==> config.mk <==
export PLATFORM = sky130hd
export DESIGN_NAME = glecc_queue
export DESIGN_NICKNAME = d
export VERILOG_FILES = /design/src/rtl/glecc_queue.sv
export SDC_FILE = /design/constraint.sdc
export NUM_CORES = 1
export LEC_CHECK = 0
export ABC_AREA = 1
export BUFFER_PORTS_ARGS = -buffer_cell sky130_fd_sc_hd__buf_2
export CORE_MARGIN = 5
export CORE_UTILIZATION = 54
export DETAILED_ROUTE_END_ITERATION = 10
export GPL_ROUTABILITY_DRIVEN = 0
export PLACE_DENSITY = 0.79
export SYNTH_ARGS = -nofsm -noshare
export SYNTH_HDL_FRONTEND = slang
export SYNTH_SLANG_ARGS = --single-unit
==> constraint.sdc <==
create_clock -name clk -period 2.4 [get_ports clk]
set_input_delay 0 -clock clk [delete_from_list [all_inputs] [get_ports clk]]
set_output_delay 0 -clock clk [all_outputs]
set_load 0.01 [all_outputs]
==> src/rtl/glecc_queue.sv <==
// small register fifo with valid/ready on both sides
`default_nettype none

module glecc_queue #(
    parameter int WIDTH = 8,
    parameter int DEPTH = 4
) (
    input  wire logic             clk,
    input  wire logic             rst_n,
    input  wire logic             push_valid,
    output logic                  push_ready,
    input  wire logic [WIDTH-1:0] push_data,
    output logic                  pop_valid,
    input  wire logic             pop_ready,
    output logic [WIDTH-1:0]      pop_data
);

    localparam int PTR_W = (DEPTH > 1) ? $clog2(DEPTH) : 1;
    localparam int CNT_W = $clog2(DEPTH + 1);

    logic [WIDTH-1:0] slot_reg [DEPTH];
    logic [PTR_W-1:0] wr_ptr_reg, wr_ptr_next;
    logic [PTR_W-1:0] rd_ptr_reg, rd_ptr_next;
    logic [CNT_W-1:0] count_reg, count_next;
    logic             push;
    logic             pop;

    assign push_ready = (count_reg != CNT_W'(DEPTH));
    assign pop_valid  = (count_reg != '0);
    assign pop_data   = slot_reg[rd_ptr_reg];
    assign push       = push_valid && push_ready;
    assign pop        = pop_valid && pop_ready;

    always_comb
    begin
        wr_ptr_next = wr_ptr_reg;
        rd_ptr_next = rd_ptr_reg;
        count_next  = count_reg;
        if (push)
        begin
            wr_ptr_next = (wr_ptr_reg == PTR_W'(DEPTH - 1)) ? '0 : wr_ptr_reg + PTR_W'(1);
        end
        if (pop)
        begin
            rd_ptr_next = (rd_ptr_reg == PTR_W'(DEPTH - 1)) ? '0 : rd_ptr_reg + PTR_W'(1);
        end
        if (push && !pop)
        begin
            count_next = count_reg + CNT_W'(1);
        end
        else if (pop && !push)
        begin
            count_next = count_reg - CNT_W'(1);
        end
    end

    always_ff @(posedge clk or negedge rst_n)
    begin
        if (!rst_n)
        begin
            wr_ptr_reg <= '0;
            rd_ptr_reg <= '0;
            count_reg  <= '0;
        end
        else
        begin
            wr_ptr_reg <= wr_ptr_next;
            rd_ptr_reg <= rd_ptr_next;
            count_reg  <= count_next;
        end
    end

    always_ff @(posedge clk)
    begin
        if (push)
        begin
            slot_reg[wr_ptr_reg] <= push_data;
        end
    end

endmodule

`default_nettype wire

==> summary.txt <==
Run status
  – Status: finished clean

Finish
  – Final #Nets: roughly 210
  – Final instance area: between 2000 and 2500 sq um
  – Utilization after layout: approximately two thirds
  – Largest register FFs: 32
  – Commonest non-fill, non-tap cell in the layout: nand2_1
  – Diodes inserted: 0
  – Most frequent cells in the layout: 37 x nand2_1, 32 x edfxtp_1, 29 x inv_1
  – Share of cells above drive strength 1: 18.8%
  – Layout Cells excl Fill: roughly 240
  – Syn-to-layout area delta: 19.0%

Routing
  – Post-Route WL: between 3 and 4 mm
  – Initial DRC count: 35
  – DRC errors left: 0
  – Via count: 1,160
  – Met2 wire length: about 1.7 mm
  – Top Metal Used: met4
  – Vias per cell: ~5
  – M1 WL: between 1 and 1.5 mm
  – Avg WL per Cell: 13.3 microns
  – First drt pass iteration count: 4
  – Remaining antenna violation count: 0
  – Met3 WL: approximately 130 microns

Setup path
  – Slowest cell on crit path: dfrtp_1
  – WP data arrival: about 2.1 ns
  – Critical path class: reg -> reg
  – Crit end category: flop
  – Worst path cell trace: inv_1 -> nand3_1 -> nand2_2 -> ha_1 -> inv_1 -> fa_1 -> nand2_1 -> nand3_1 -> nand2_1 -> nand2_1
  – Crit path required time: between 2 and 3 ns
  – CP startpoint kind: flop
  – CP max FO: 4
  – CP delay by family, top: simple AND/OR/NAND/NOR gates
  – Most frequent CP cell: nand2_1
  – Delay of the slowest critical-path stage: 0.42 ns
  – Buf/Inv on CP: 2

Global routing
  – Grt ovf: 0
  – First-pass GRT wire length: approximately 5.4 mm
  – GRT Util Overall: 17.2%
  – Largest net degree at the start of global routing: 20
  – Vias in the first global route: between 1k and 1.5k
  – Initial antenna violation count: 0

Placed design
  – Cell count after placement: 217
  – Worst slack, placed: 0.565 ns
  – HPWL Detailed: 2.11 mm
  – Buffers on Ports: 21
  – Placed cell areas: 1900 sq um

Timing
  – RSZ-0062 raised after global routing: no
  – Worst slew pin tran: around 0.56 ns
  – Skew final: 0.00584 ns
  – Max-slew violations: 0
  – Fin Setup TNS: 0 ns
  – Final worst slack: about 0.53 ns
  – Final Cycle Share: about four fifths
  – Final worst path period need: around 1.9 ns
  – Rel. slew slack: 62.6%
  – Final Hold Fails: 0
  – F_max: 534 MHz
  – Final setup violation count: 0
  – Hold slack: 0.402 ns

Clock network
  – Clk Latency, worst-skew pair: approximately 0.34 ns
  – CTS tree: done
  – Clk root buf: clkbuf_4
  – Clock tree buffer depth: 2
  – Clock Sinks: 39
  – Total CTS buffers: 5
  – Worst-path clk slew: ~0.11 ns
  – Post-CTS setup buffers: 0
  – H-tree depth: 2

Yosys
  – Yosys top cell area share: a little over half
  – Largest cells by area after synthesis: edfxtp_1 55%, dfrtp_1 10%, nand2_1 7.9%, o211ai_1 6.8%, inv_1 6.2%
  – Cell taking the most area after synthesis: edfxtp_1
  – Mapped cell area: around 1800 sq um
  – Avg Synthesized Cell Area: between 10 and 15 sq um
  – Synth warn: 0
  – Cells after Synth: between 150 and 200
  – Syn_nets: ~170
  – #FFs+latches synth: 39
  – Number of distinct library cells after synthesis: 16
  – Sequential share of the synthesized area: 64.8%

Floorplan
  – Chip height: between 60 and 70 microns
  – Initial core utilization: between 50% and 60%
  – Die W: between 60 and 70 microns
  – Core Box Area: 3080 sq um
  – Row cnt: 20
  – # IOs: 22
  – Die ar.: approximately 4500 sq um

Pwr
  – Total power: 2.33 mW
  – Peak VDD IR: just over 700 uV
  – P per Cell Area: 1120 nW/um^2
  – Lkg Pwr: between 0.9 and 1 nW

Flow run
  – Max cap viols: 0

Worst hold path
  – Worst hold path class: in -> reg
-- logic make-up after synthesis --
group	synth area share, %
AND/OR/NAND/NOR	12.6
flip-flops	64.8
buffers and inverters	9.63
AO/OA/AOI/OAI	7.13
adder cells (fa/ha/maj)	5.42
XOR/XNOR	0.499
-- where the power goes --
part	total, mW	switching [mW]	leakage (nW)	internal, mW
registers	1.05	0.141	0.378	0.907
logic	0.865	0.512	0.505	0.352
clock network	0.416	0.201	0.0383	0.215
-- worst reg2reg max path, cell delays in order, from the launching register on --
cell,delay [ns]
dfrtp_1,0.42
inv_1,0.10
nand3_1,0.16
nand2_2,0.12
ha_1,0.18
inv_1,0.08
fa_1,0.41
nand2_1,0.12
nand3_1,0.08
nand2_1,0.06
nand2_1,0.05
-- synthesized netlist by cell type --
cell type / instances
buf_6: 5
dfrtp_1: 7
edfxtp_1: 32
fa_1: 1
ha_1: 6
inv_1: 29
inv_2: 1
nand2_1: 37
nand2_2: 2
nand3_1: 6
nand3_2: 1
nand4_1: 1
nor2_1: 6
o211ai_1: 16
o21ai_0: 1
xnor2_1: 1
-- per-layer routing --
layer,up-vias,GRT usage (%)
met5,-,0
met2,24,29.3
met3,7,4.22
li1,583,-
met1,546,19.6
met4,0,9.62
-- cell type report --
cell class | count | area (sq um)
sequential | 39 | 1140
clock buffer | 6 | 41.3
tap | 44 | 55.1
clock inverter | 1 | 30.0
timing repair buffer | 38 | 263
inverter | 30 | 113
fill | 236 | 991
multi-input combinational | 78 | 449
-- timing repair --
action                                 CTS  global route
hold buffers                            12             0
resized for setup                        0             0
endpoints found under the hold margin   43             0
setup endpoints to repair                0             0
-- worst paths after layout --
path	from	end	slack [ns]	cells past startpoint
hold / removal	push_data[6]	slot_reg[2][6]	0.40	2
max in group asynchronous	rst_n	wr_ptr_reg[1]	1.56	3
setup reg to reg	count_reg[1]	count_reg[2]	0.53	10
setup / recovery	count_reg[1]	count_reg[2]	0.53	10
min in group asynchronous	rst_n	count_reg[1]	0.59	3
hold reg to reg	count_reg[2]	count_reg[2]	0.55	2
No activity file was read; power rests on OpenSTA's default activity.
