===== config.mk =====
export PLATFORM = sky130hd
export DESIGN_NAME = glecc_front
export DESIGN_NICKNAME = d
export VERILOG_FILES = /design/src/rtl/glecc_pkg.sv /design/src/rtl/glecc_front.sv
export SDC_FILE = /design/constraint.sdc
export NUM_CORES = 1
export LEC_CHECK = 0
export BUFFER_PORTS_ARGS = -buffer_cell sky130_fd_sc_hd__buf_2
export CAP_MARGIN = 5
export CELL_PAD_IN_SITES_DETAIL_PLACEMENT = 0
export CELL_PAD_IN_SITES_GLOBAL_PLACEMENT = 2
export CORE_ASPECT_RATIO = 0.6
export CORE_MARGIN = 3
export CORE_UTILIZATION = 25
export CTS_BUF_LIST = sky130_fd_sc_hd__clkbuf_4 sky130_fd_sc_hd__clkbuf_8
export DETAILED_ROUTE_END_ITERATION = 12
export GPL_TIMING_DRIVEN = 0
export PLACE_DENSITY_LB_ADDON = 0.05
export SETUP_SLACK_MARGIN = 0.15
export SYNTH_ARGS = -nofsm -noshare
export SYNTH_HDL_FRONTEND = slang
export SYNTH_SLANG_ARGS = --single-unit

===== constraint.sdc =====
create_clock -name clk -period 2.32 [get_ports clk]
set_input_delay 0.116 -clock clk [delete_from_list [all_inputs] [get_ports clk]]
set_output_delay 0.116 -clock clk [all_outputs]
set_load 0.01 [all_outputs]

===== src/rtl/glecc_pkg.sv =====
// shared constants, types and register codes of the grid extremum counter
`default_nettype none

package glecc_pkg;

    // defaults for the top level parameters
    localparam int VALUE_WIDTH_DEF = 32;
    localparam int MAX_COLUMNS_DEF = 128;
    localparam int MAX_ROWS_DEF    = 4096;

    // configuration register widths
    localparam int ROW_COUNT_W    = 13;
    localparam int COLUMN_COUNT_W = 8;

    // result field
    localparam int                 TOTAL_W   = 20;
    localparam logic [TOTAL_W-1:0] TOTAL_MAX = {TOTAL_W{1'b1}};

    // apb port
    localparam int CFG_DATA_W = 32;
    localparam int PADDR_W    = 3;

    // queue depths
    localparam int ENTRY_DEPTH = 4;
    localparam int OUT_DEPTH   = 4;

    typedef enum logic {
        REG_ROW_COUNT    = 1'b0,
        REG_COLUMN_COUNT = 1'b1
    } reg_index_t;

    // neighborhood classification of one element, made at the front
    typedef struct packed {
        logic has_up1;    // row above exists
        logic has_up2;    // two rows above exist
        logic has_left1;  // column to the left exists
        logic has_left2;  // two columns to the left exist
        logic has_right;  // column to the right exists
        logic last_row;
        logic last_col;
    } pos_flags_t;

endpackage

`default_nettype wire


===== src/rtl/glecc_front.sv =====
// raster position tracking and neighborhood classification of each element
`default_nettype none

module glecc_front #(
    parameter int MAX_COLUMNS = glecc_pkg::MAX_COLUMNS_DEF,
    parameter int MAX_ROWS    = glecc_pkg::MAX_ROWS_DEF,
    parameter int VALUE_WIDTH = glecc_pkg::VALUE_WIDTH_DEF
) (
    input  wire logic                                  clk,
    input  wire logic                                  rst_n,
    input  wire logic                                  restart,
    input  wire logic [glecc_pkg::ROW_COUNT_W-1:0]     row_count,
    input  wire logic [glecc_pkg::COLUMN_COUNT_W-1:0]  column_count,
    input  wire logic                                  in_valid,
    output logic                                       in_ready,
    input  wire logic [VALUE_WIDTH-1:0]                in_value,
    output logic                                       push_valid,
    input  wire logic                                  push_ready,
    output logic [VALUE_WIDTH-1:0]                     entry_value,
    output logic [$clog2(MAX_COLUMNS)-1:0]             entry_col,
    output glecc_pkg::pos_flags_t                      entry_flags
);

    localparam int COL_W = $clog2(MAX_COLUMNS);
    localparam int ROW_W = (MAX_ROWS > 1) ? $clog2(MAX_ROWS) : 1;

    logic [ROW_W-1:0] row_reg, row_next;
    logic [COL_W-1:0] col_reg, col_next;
    logic [ROW_W-1:0] rows_m1;
    logic [COL_W-1:0] cols_m1;
    logic             accept;

    // out-of-range counts: zero acts as one, large values as the maximum
    always_comb
    begin
        if (row_count == '0)
        begin
            rows_m1 = '0;
        end
        else if (int'(row_count) > MAX_ROWS)
        begin
            rows_m1 = ROW_W'(MAX_ROWS - 1);
        end
        else
        begin
            rows_m1 = ROW_W'(row_count - 1'b1);
        end

        if (column_count == '0)
        begin
            cols_m1 = '0;
        end
        else if (int'(column_count) > MAX_COLUMNS)
        begin
            cols_m1 = COL_W'(MAX_COLUMNS - 1);
        end
        else
        begin
            cols_m1 = COL_W'(column_count - 1'b1);
        end
    end

    assign in_ready    = push_ready;
    assign push_valid  = in_valid;
    assign accept      = in_valid && push_ready;
    assign entry_value = in_value;
    assign entry_col   = col_reg;

    always_comb
    begin
        entry_flags.has_up1   = (row_reg != '0);
        entry_flags.has_up2   = (row_reg > ROW_W'(1));
        entry_flags.has_left1 = (col_reg != '0);
        entry_flags.has_left2 = (col_reg > COL_W'(1));
        entry_flags.last_col  = (col_reg == cols_m1);
        entry_flags.has_right = (col_reg != cols_m1);
        entry_flags.last_row  = (row_reg == rows_m1);
    end

    always_comb
    begin
        row_next = row_reg;
        col_next = col_reg;
        if (restart)
        begin
            row_next = '0;
            col_next = '0;
        end
        else if (accept)
        begin
            if (entry_flags.last_col)
            begin
                col_next = '0;
                row_next = entry_flags.last_row ? '0 : row_reg + ROW_W'(1);
            end
            else
            begin
                col_next = col_reg + COL_W'(1);
            end
        end
    end

    always_ff @(posedge clk or negedge rst_n)
    begin
        if (!rst_n)
        begin
            row_reg <= '0;
            col_reg <= '0;
        end
        else
        begin
            row_reg <= row_next;
            col_reg <= col_next;
        end
    end

endmodule

`default_nettype wire


==> out/results.tsv, run 1 <==
stage	metric	value	unit
status	outcome	finished, violations left	
status	violations	negative setup slack	
clock_tree	cts_buffer_depth	2	
finish	final_nets	550	
global_routing	grt_pass1_wl	17100	um
clock_tree	clk_pin_slew	0.09	ns
sta	min_period	2.87	ns
logic_synthesis	synth_ff_type	dfrtp_1	
placement	gp_congestion	0.869	
logic_synthesis	synth_cells	381	
power	p_leak	1.74	nW
sta	clock-skew-final	0.00737	ns
routing	drt_first_pass_iters	4	
clock_tree	cts_buffers	3	
power	internal_power	664	uW
power	ir_drop	0.159	mV
finish	final_cell_mix	buf_2, buf_4, nand2_1	
logic_synthesis	synth_edf_count	0	
sta	tightest_slew	0.903	ns
logic_synthesis	synth-seq-cells	19	
finish	largest_reg_flops	12	
routing	num_vias	3409	
power	clkPwrFrac	25.0	%
power	switchingPower	371	uW
power	p_sw_share	35.8	%
sta	slew_headroom	39.2	%
global_routing	grt_max_degree	20	
global_routing	grt_pass1_vias	2983	
global_routing	grt_util_all_layers	16.5	%
critical_path	crit_required	2.48	ns
floorplanning	start_util	26.5	%
worst_hold_path	hp-class	in -> reg	
sta	slew_violations	0	
routing	wl	11300	um
logic_synthesis	ys_warn_count	0	
finish	mostFrequentLayoutCell	buf_2	
logic_synthesis	synth_area	2890	um^2
floorplanning	dieArea	12900	um^2
critical_path	start_kind	primary input	
sta	setup-violations-final	13	
global_routing	grt_antenna_before_repair	0	
floorplanning	core_area	10900	um^2
logic_synthesis	synth.avg_cell_area	7.60	um^2
sta	fin_crit_sh	124	%
routing	post_drt_wl_per_cell	17.8	um
power	power.density	248	nW/um^2
finish	drive_gt1_share	46.0	%
logic_synthesis	ys_types	76	
clock_tree	cts_tree	yes	
critical_path	cp_data_arrival_time	3.03	ns
power	pwr-share-comb	42.5	%
clock_tree	h-tree-depth	1	
sta	max_freq	349	MHz
power	p_seq_share	32.5	%
logic_synthesis	ys_async_sr_fraction	100	%
sta	worst_slack	-0.547	ns
routing	ant_nets	0	
critical_path	crit_fanout	5	
flow_run	max-cap-violations	0	
finish	syn2layout_area_growth	44.4	%
power	total_power	1.04	mW
routing	via_per_inst	5.34	
finish	diodes	0	
routing	dr.first_iter.drc_count	186	
floorplanning	rows	29	
critical_path	crit_type	in -> reg	
floorplanning	dieHeight	89.3	um
placement	post-place-ws	-1.14	ns
clock_tree	cts_sinks	19	
logic_synthesis	synth_nets	447	
clock_tree	clkLatencyLatePin	0.28	ns
sta	hold_violations	0	
logic_synthesis	ys_seq_area_share	16.4	%
routing	remaining_drc_errors	0	
floorplanning	ioPinCount	106	
global_routing	overflow	0	
placement	dp_hpwl	8700	um
placement	io_buffer_count	68	
critical_path	end_kind	register	
clock_tree	cts-root-buf	clkbuf_8	
floorplanning	die_w	145	um
sta	rsz0062_at_grt	yes	
## critical path: stages
cell,delay [ns]
buf_12,0.11
buf_8,0.11
or4_4,0.50
buf_6,0.15
or4_4,0.51
a32o_2,0.31
a2111oi_4,0.45
nand4_2,0.18
o41ai_4,0.35
buf_6,0.20
a21oi_2,0.04
## per-stage QoR
step                instances  utilization (%)  area [um^2]  setup TNS, ns  hold slack, ns
CTS                       622             35.4         3870          -6.18          0.0436
floorplan                 381                -         3010          -4.59          -0.180
global route              638             38.3         4180          -7.40          0.0558
detailed placement        604             32.4         3540         -14.99           0.107
finish                    638             38.3         4180          -6.42          0.0559
global placement          604             32.4         3540         -15.70           0.111
## timing repair
action | 4_1_cts | 5_1_grt
resized for setup | 43 | 53
setup buffers | 13 | 15
pin swaps | 12 | 20
hold buffers | 1 | 0
cloned | 0 | 1
setup endpoints to repair | 24 | 23
hold endpoints to repair | 19 | 0
## Yosys cell counts (all sizes together), types with 7 or more instances
master  count  area [um^2]
nand3      18         90.1
buf        47          354
nand4      10         68.8
or4        13          103
a21oi      19         98.9
nor3       15         75.1
ha          8          100
clkbuf     10         37.5
o21ai      19         95.1
and3       10         63.8
or3        15          101
nand2      24         90.1
inv        20         75.1
nor4        9         56.3
dfrtp      19          475
nor2       22         82.6
xnor2       7         61.3
## layout make-up
class | count | area, um^2
Multi-Input combinational cell | 285 | 2240
Sequential cell | 19 | 478
Clock inverter | 1 | 5.00
Clock buffer | 3 | 41.3
Tap cell | 155 | 194
Timing Repair Buffer | 98 | 666
Fill cell | 1127 | 6740
Inverter | 20 | 85.1
Buffer | 57 | 475
## layer usage
| metal | track usage (%) | routed length, um | up-vias |
|---|---|---|---|
| li1 | - | - | 1628 |
| met1 | 28.2 | 6450 | 1604 |
| met2 | 19.0 | 3740 | 173 |
| met3 | 5.12 | 1130 | 4 |
| met4 | 1.47 | 27 | 0 |
| met5 | 0 | 0 | - |
## worst paths after layout
kind | endpoint | from | cells after the start | slack [ns]
min reg2reg | row_reg[0] | row_reg[0] | 1 | 0.60
max | row_reg[6] | row_count[0] | 11 | -0.55
max reg2reg | row_reg[6] | row_reg[3] | 8 | -0.38
min in group asynchronous | entry_col[1] | rst_n | 2 | 0.33
min | entry_col[2] | restart | 2 | 0.06
max in group asynchronous | row_reg[6] | rst_n | 2 | 1.62
## power by group through the flow
| stage | logic (mW) | clock network (mW) | registers, mW |
|---|---|---|---|
| 3_3_place_gp | 0.361 | 0 | 0.345 |
| 6_report | 0.439 | 0.259 | 0.337 |
| 2_1_floorplan | 0.226 | 0 | 0.344 |
| 5_1_grt | 0.476 | 0.280 | 0.337 |
| 4_1_cts | 0.389 | 0.267 | 0.338 |
| 3_5_place_dp | 0.354 | 0 | 0.344 |
## kinds of logic (layout without fill, tap and decap cells)
kind of cell               count (synthesis)  after routing  synth area share (%)
AOI/OAI and AO/OA                         98             98                  26.4
xor gates and xnor gates                  10             10                  3.03
adders and majority gates                  9              9                  3.80
buffers and inverters                     77            179                  16.1
DFF                                       19             19                  16.4
muxes                                      4              4                  1.47
and+or+nand+nor                          164            164                  32.7
No activity file was read; power rests on OpenSTA's default activity.
==> run 2: changes to the inputs <==
SETUP_SLACK_MARGIN = unset   (was 0.15)
==> out/results.tsv, run 2 (synthesis results as in run 1) <==
stage	metric	value	unit	change
finish	fill_cells	1175		was 1127
critical_path	r2r_end	row_reg[7]		was row_reg[6]
routing	remaining_drc_errors	0		unchanged
global_routing	grt_max_degree	20		unchanged
critical_path	rr_startpoint	row_reg[3]		unchanged
sta	max_freq	352	MHz	was 349 MHz
finish	largest_reg_flops	12		unchanged
finish	final_nets	537		was 550
sta	clock-skew-final	0.00920	ns	was 0.00737 ns
sta	hold_violations	0		unchanged
global_routing	grt_util_all_layers	16.6	%	was 16.5%
worst_hold_path	min_from	restart		unchanged
finish	final_cell_mix	buf_2, buf_4, nand2_1		unchanged
sta	fin_crit_sh	122	%	was 124%
floorplanning	rows	29		unchanged
clock_tree	clkLatencyLatePin	0.27	ns	was 0.28 ns
floorplanning	core_area	10900	um^2	unchanged
critical_path	crit_type	in -> out		was in -> reg
clock_tree	h-tree-depth	1		unchanged
power	switchingPower	359	uW	was 371 uW
clock_tree	cts_buffers	3		unchanged
power	p_seq_share	33.6	%	was 32.5%
worst_hold_path	hold_depth	2		unchanged
critical_path	end_kind	output port		was register
global_routing	grt_pass1_wl	17100	um	unchanged
placement	gp_congestion	0.909		was 0.869
routing	ant_nets	0		unchanged
placement	post-place-ws	-1.25	ns	was -1.14 ns
status	outcome	finished, violations left		unchanged
power	internal_power	648	uW	was 664 uW
routing	via_per_inst	5.40		was 5.34
worst_hold_path	holdPathEnd	entry_col[4]		was entry_col[2]
power	ir_drop	0.154	mV	was 0.159 mV
power	pwr-share-comb	41.5	%	was 42.5%
routing	post_drt_wl_per_cell	18.0	um	was 17.8 um
critical_path	start_kind	primary input		unchanged
global_routing	grt_pass1_vias	2997		was 2983
placement	dp_hpwl	8890	um	was 8700 um
sta	setup-violations-final	13		unchanged
power	p_sw_share	35.7	%	was 35.8%
critical_path	crit_required	2.20	ns	was 2.48 ns
floorplanning	dieHeight	89.3	um	unchanged
sta	worst_slack	-0.521	ns	was -0.547 ns
sta	slew_headroom	56.5	%	was 39.2%
power	power.density	252	nW/um^2	was 248 nW/um^2
finish	mostFrequentLayoutCell	buf_2		unchanged
critical_path	rrSetupSlack	-0.25	ns	was -0.38 ns
finish	diodes	0		unchanged
finish	drive_gt1_share	44.9	%	was 46.0%
placement	io_buffer_count	68		unchanged
sta	slew_violations	0		unchanged
routing	wl	11300	um	about the same
sta	tightest_slew	0.648	ns	was 0.903 ns
worst_hold_path	hp-class	in -> reg		unchanged
routing	dr.first_iter.drc_count	285		was 186
critical_path	reg2reg_depth	9		was 8
global_routing	overflow	0		unchanged
critical_path	cp_data_arrival_time	2.72	ns	was 3.03 ns
routing	num_vias	3376		was 3409
sta	min_period	2.84	ns	was 2.87 ns
sta	rsz0062_at_grt	yes		unchanged
clock_tree	cts_sinks	19		unchanged
floorplanning	start_util	26.5	%	unchanged
global_routing	grt_antenna_before_repair	0		unchanged
floorplanning	ioPinCount	106		unchanged
status	violations	negative setup slack		unchanged
clock_tree	cts-root-buf	clkbuf_8		unchanged
power	clkPwrFrac	24.8	%	was 25.0%
floorplanning	die_w	145	um	unchanged
finish	postLayoutCoreUtil	36.6	%	was 38.3%
clock_tree	clk_pin_slew	0.08	ns	was 0.09 ns
finish	syn2layout_area_growth	38.0	%	was 44.4%
floorplanning	dieArea	12900	um^2	unchanged
flow_run	max-cap-violations	0		unchanged
routing	drt_first_pass_iters	5		was 4
power	total_power	1.01	mW	was 1.04 mW
clock_tree	cts_buffer_depth	2		unchanged
critical_path	crit_fanout	6		was 5
clock_tree	cts_tree	yes		unchanged
power	p_leak	1.63	nW	was 1.74 nW
-- run 2: cell count changes in the layout (fill, tap and decap cells not counted), sizes merged --
cell	change
clkinv	-1
inv	+1
buf	-11
clkbuf	-2
-- run 2: area by class of cell --
cell class	instances	area, um^2	share of cell area (%)
plain buffers	52	392	9.81
clock buffers	3	41.3	1.03
clock inverters	1	5.00	0.125
inverters	20	80.1	2.01
multi-input cells	285	2250	56.3
flip-flops and latches	19	482	12.1
well taps	155	194	4.86
repair buffers	90	552	13.8
-- run 2: power groups by stage --
| stage | registers (mW) | logic (mW) | clock network, mW |
|---|---|---|---|
| 3_5_place_dp | 0.344 | 0.349 | 0 |
| 3_3_place_gp | 0.344 | 0.353 | 0 |
| 6_report | 0.339 | 0.418 | 0.250 |
| 2_1_floorplan | 0.344 | 0.219 | 0 |
| 4_1_cts | 0.338 | 0.393 | 0.264 |
| 5_1_grt | 0.339 | 0.453 | 0.273 |
-- run 2: metrics by stage --
stage | hold slack [ns] | setup TNS [ns] | std cells | cell area, um^2
detailed placement | 0.112 | -18.01 | 604 | 3480
CTS | 0.0342 | -5.97 | 621 | 3830
global placement | 0.0988 | -19.33 | 604 | 3480
finish | 0.0423 | -5.67 | 625 | 3990
floorplan | -0.180 | -4.59 | 381 | 2940
global route | 0.0406 | -6.00 | 625 | 3990
-- run 2: worst max-delay path by stage --
| stage | from | to | slack, ns | cells after the start |
|---|---|---|---|---|
| detailed placement | row_count[0] | entry_flags[1] | -1.25 | 11 |
| floorplan | row_count[2] | row_reg[10] | -0.39 | 9 |
| CTS | row_count[1] | entry_flags[1] | -0.51 | 11 |
| global route | row_count[1] | entry_flags[1] | -0.59 | 11 |
| finish | row_count[1] | entry_flags[1] | -0.52 | 11 |
| global placement | row_count[0] | entry_flags[1] | -1.32 | 11 |
-- run 2: worst max-delay path: stages --
cell	delay (ns)
buf_8	0.10
inv_4	0.05
ha_4	0.13
or3b_4	0.43
buf_8	0.16
o41a_1	0.31
a311oi_2	0.29
xnor2_1	0.15
or4_4	0.46
nor4_4	0.33
buf_2	0.20
-- run 2: routing by layer --
layer | GRT usage (%) | wire length [um] | vias up | share of wire [%]
met5 | 0 | 0 | - | 0
met4 | 0.948 | 19 | 0 | 0.17
met3 | 4.20 | 1070 | 5 | 9.5
met2 | 20.5 | 3890 | 156 | 35
met1 | 28.1 | 6290 | 1616 | 56
li1 | - | - | 1599 | -
-- run 2: what timing repair did --
item	CTS	global route
buffers inserted	15	7
hold endpoints to repair	19	0
hold buffers	1	0
endpoints found under the setup margin	21	21
gates resized for setup	44	36
gates cloned	0	0
pin swaps	12	14
==> run 3: changes to the inputs <==
BUFFER_PORTS_ARGS = unset   (was -buffer_cell sky130_fd_sc_hd__buf_2)
CORE_ASPECT_RATIO = 1.75   (was 0.6)
CORE_UTILIZATION = 33   (was 25)
DONT_BUFFER_PORTS = 1   (was unset)
==> out/results.tsv, run 3 (synthesis results as in run 1) <==
stage	metric	value	unit	change
critical_path	end_kind	register		was output port
flow_run	max-cap-violations	0		unchanged
power	power.density	258	nW/um^2	was 252 nW/um^2
finish	largest_reg_flops	12		unchanged
critical_path	crit_type	in -> reg		was in -> out
finish	syn2layout_area_growth	23.0	%	was 38.0%
finish	final_nets	474		was 537
global_routing	grt_pass1_vias	3196		was 2997
finish	final_cell_mix	buf_4, nand2_1, nor2_1		was buf_2, buf_4, nand2_1
critical_path	crit_fanout	8		was 6
clock_tree	cts-root-buf	clkbuf_8		unchanged
sta	setup-violations-final	18		was 13
clock_tree	cts_tree	yes		unchanged
clock_tree	cts_buffers	3		unchanged
clock_tree	clkLatencyLatePin	0.26	ns	was 0.27 ns
finish	mostFrequentLayoutCell	buf_4		was buf_2
finish	drive_gt1_share	32.9	%	was 44.9%
placement	post-place-ws	-1.07	ns	was -1.25 ns
clock_tree	clk_pin_slew	0.08	ns	about the same
global_routing	grt_util_all_layers	21.1	%	was 16.6%
critical_path	cp_data_arrival_time	2.78	ns	was 2.72 ns
critical_path	crit_top_cell	buf_6		was buf_8
critical_path	cp-endpoint	row_reg[3]		was entry_flags[1]
sta	clock-skew-final	0.00316	ns	was 0.00920 ns
sta	max_freq	380	MHz	was 352 MHz
critical_path	rrSetupSlack	-0.29	ns	was -0.25 ns
critical_path	crit_start	column_count[3]		was row_count[1]
floorplanning	die_w	76.8	um	was 145 um
clock_tree	h-tree-depth	1		unchanged
finish	fin_area	3560	um^2	was 3990 um^2
critical_path	cp_cell_sequence	clkbuf_1 > or4_4 > or4b_1 > o2111ai_1 > and3_1 > nand4_1 > buf_6 > o41ai_4 > buf_6 > a21oi_2		was buf_8 > inv_4 > ha_4 > or3b_4 > buf_8 > o41a_1 > a311oi_2 > xnor2_1 > or4_4 > nor4_4 > buf_2
routing	num_vias	3114		was 3376
floorplanning	rows	44		was 29
power	ir_drop	0.235	mV	was 0.154 mV
status	violations	negative setup slack		unchanged
sta	fin_crit_sh	113	%	was 122%
sta	worst_slack	-0.313	ns	was -0.521 ns
critical_path	rr_startpoint	entry_col[1]		was row_reg[3]
sta	rsz0062_at_grt	yes		unchanged
floorplanning	dieArea	9970	um^2	was 12900 um^2
sta	hold_violations	0		unchanged
global_routing	overflow	0		unchanged
critical_path	crit_required	2.47	ns	was 2.20 ns
sta	min_period	2.63	ns	was 2.84 ns
status	outcome	finished, violations left		unchanged
sta	hold_slack	0.0531	ns	was 0.0423 ns
global_routing	grt_max_degree	20		unchanged
routing	remaining_drc_errors	0		unchanged
clock_tree	cts_sinks	19		unchanged
critical_path	r2r_end	row_reg[3]		was row_reg[7]
placement	io_buffer_count	0		was 68
clock_tree	cts_buffer_depth	2		unchanged
routing	via_per_inst	5.97		was 5.40
critical_path	critPathMaxStageDelay	0.57	ns	was 0.46 ns
global_routing	grt_pass1_wl	16700	um	was 17100 um
placement	gp_congestion	0.853		was 0.909
sta	slew_violations	0		unchanged
critical_path	start_kind	primary input		unchanged
routing	dr.first_iter.drc_count	157		was 285
placement	dpl-instance-area	3090	um^2	was 3480 um^2
floorplanning	dieHeight	130	um	was 89.3 um
finish	diodes	0		unchanged
global_routing	grt_antenna_before_repair	0		unchanged
routing	ant_nets	0		unchanged
critical_path	slowest_stage	or4_4		unchanged
critical_path	reg2reg_depth	10		was 9
routing	drt_first_pass_iters	4		was 5
routing	wl	10600	um	was 11300 um
placement	dp_hpwl	8310	um	was 8890 um
floorplanning	ioPinCount	106		unchanged
sta	tightest_slew	0.981	ns	was 0.648 ns
sta	slew_headroom	34.4	%	was 56.5%
floorplanning	start_util	34.4	%	was 26.5%
floorplanning	core_area	8420	um^2	was 10900 um^2
power	p_leak	1.36	nW	was 1.63 nW
routing	post_drt_wl_per_cell	20.3	um	was 18.0 um
worst_hold_path	hp-class	in -> reg		unchanged
==> run 3: timing repair <==
| item | in CTS | in global routing |
|---|---|---|
| cloned | 1 | 0 |
| hold buffers | 1 | 0 |
| endpoints found under the setup margin | 19 | 20 |
| resized for setup | 63 | 13 |
| setup buffers | 16 | 5 |
| pin swaps | 11 | 6 |
| hold endpoints to repair | 19 | 0 |
==> run 3: how the worst min path moves through the flow <==
stage | startpoint | endpoint | slack [ns] | depth (start not counted)
2_1_floorplan | rst_n | entry_col[0] | -0.18 | 0
3_3_place_gp | rst_n | row_reg[7] | -0.18 | 0
3_5_place_dp | rst_n | row_reg[6] | -0.18 | 0
4_1_cts | restart | entry_col[3] | 0.04 | 2
5_1_grt | restart | entry_col[3] | 0.06 | 2
6_report | restart | entry_col[3] | 0.05 | 2
==> run 3: metrics by stage <==
stage,utilization (%),power [mW],setup TNS (ns),std cells
final,42.3,0.918,-3.59,522
after global placement,36.6,0.614,-15.23,496
after floorplan,-,0.562,-4.59,381
after CTS,41.4,0.928,-3.83,517
after global routing,42.3,0.971,-5.28,522
after detailed placement,36.6,0.612,-14.42,496
==> run 3: final cells by class <==
cell class              count  area (um^2)
plain buffers              56          459
clock buffers               4         48.8
fillers                   906         4860
inverters                  20         95.1
multi-input cells         285         2150
flip-flops and latches     19          477
well taps                 115          144
repair buffers             23          186
==> run 3: worst max-delay path: cells and delay by family <==
kind                   cells  cell delay (ns)
buffers and inverters      3             0.56
AO/OA/AOI/OAI              3             0.67
AND/OR/NAND/NOR            4             1.44
==> run 3: where the power goes <==
group	internal, mW	switching [mW]	total, mW
logic	0.152	0.171	0.323
clock network	0.134	0.122	0.257
registers	0.333	0.00575	0.339
==> run 3: routing by layer <==
| layer | GRT usage (%) | part of all wire (%) |
|---|---|---|
| met1 | 18.2 | 32 |
| met5 | 0 | 0 |
| met4 | 12.9 | 5.1 |
| met3 | 3.04 | 4.3 |
| met2 | 44.0 | 59 |
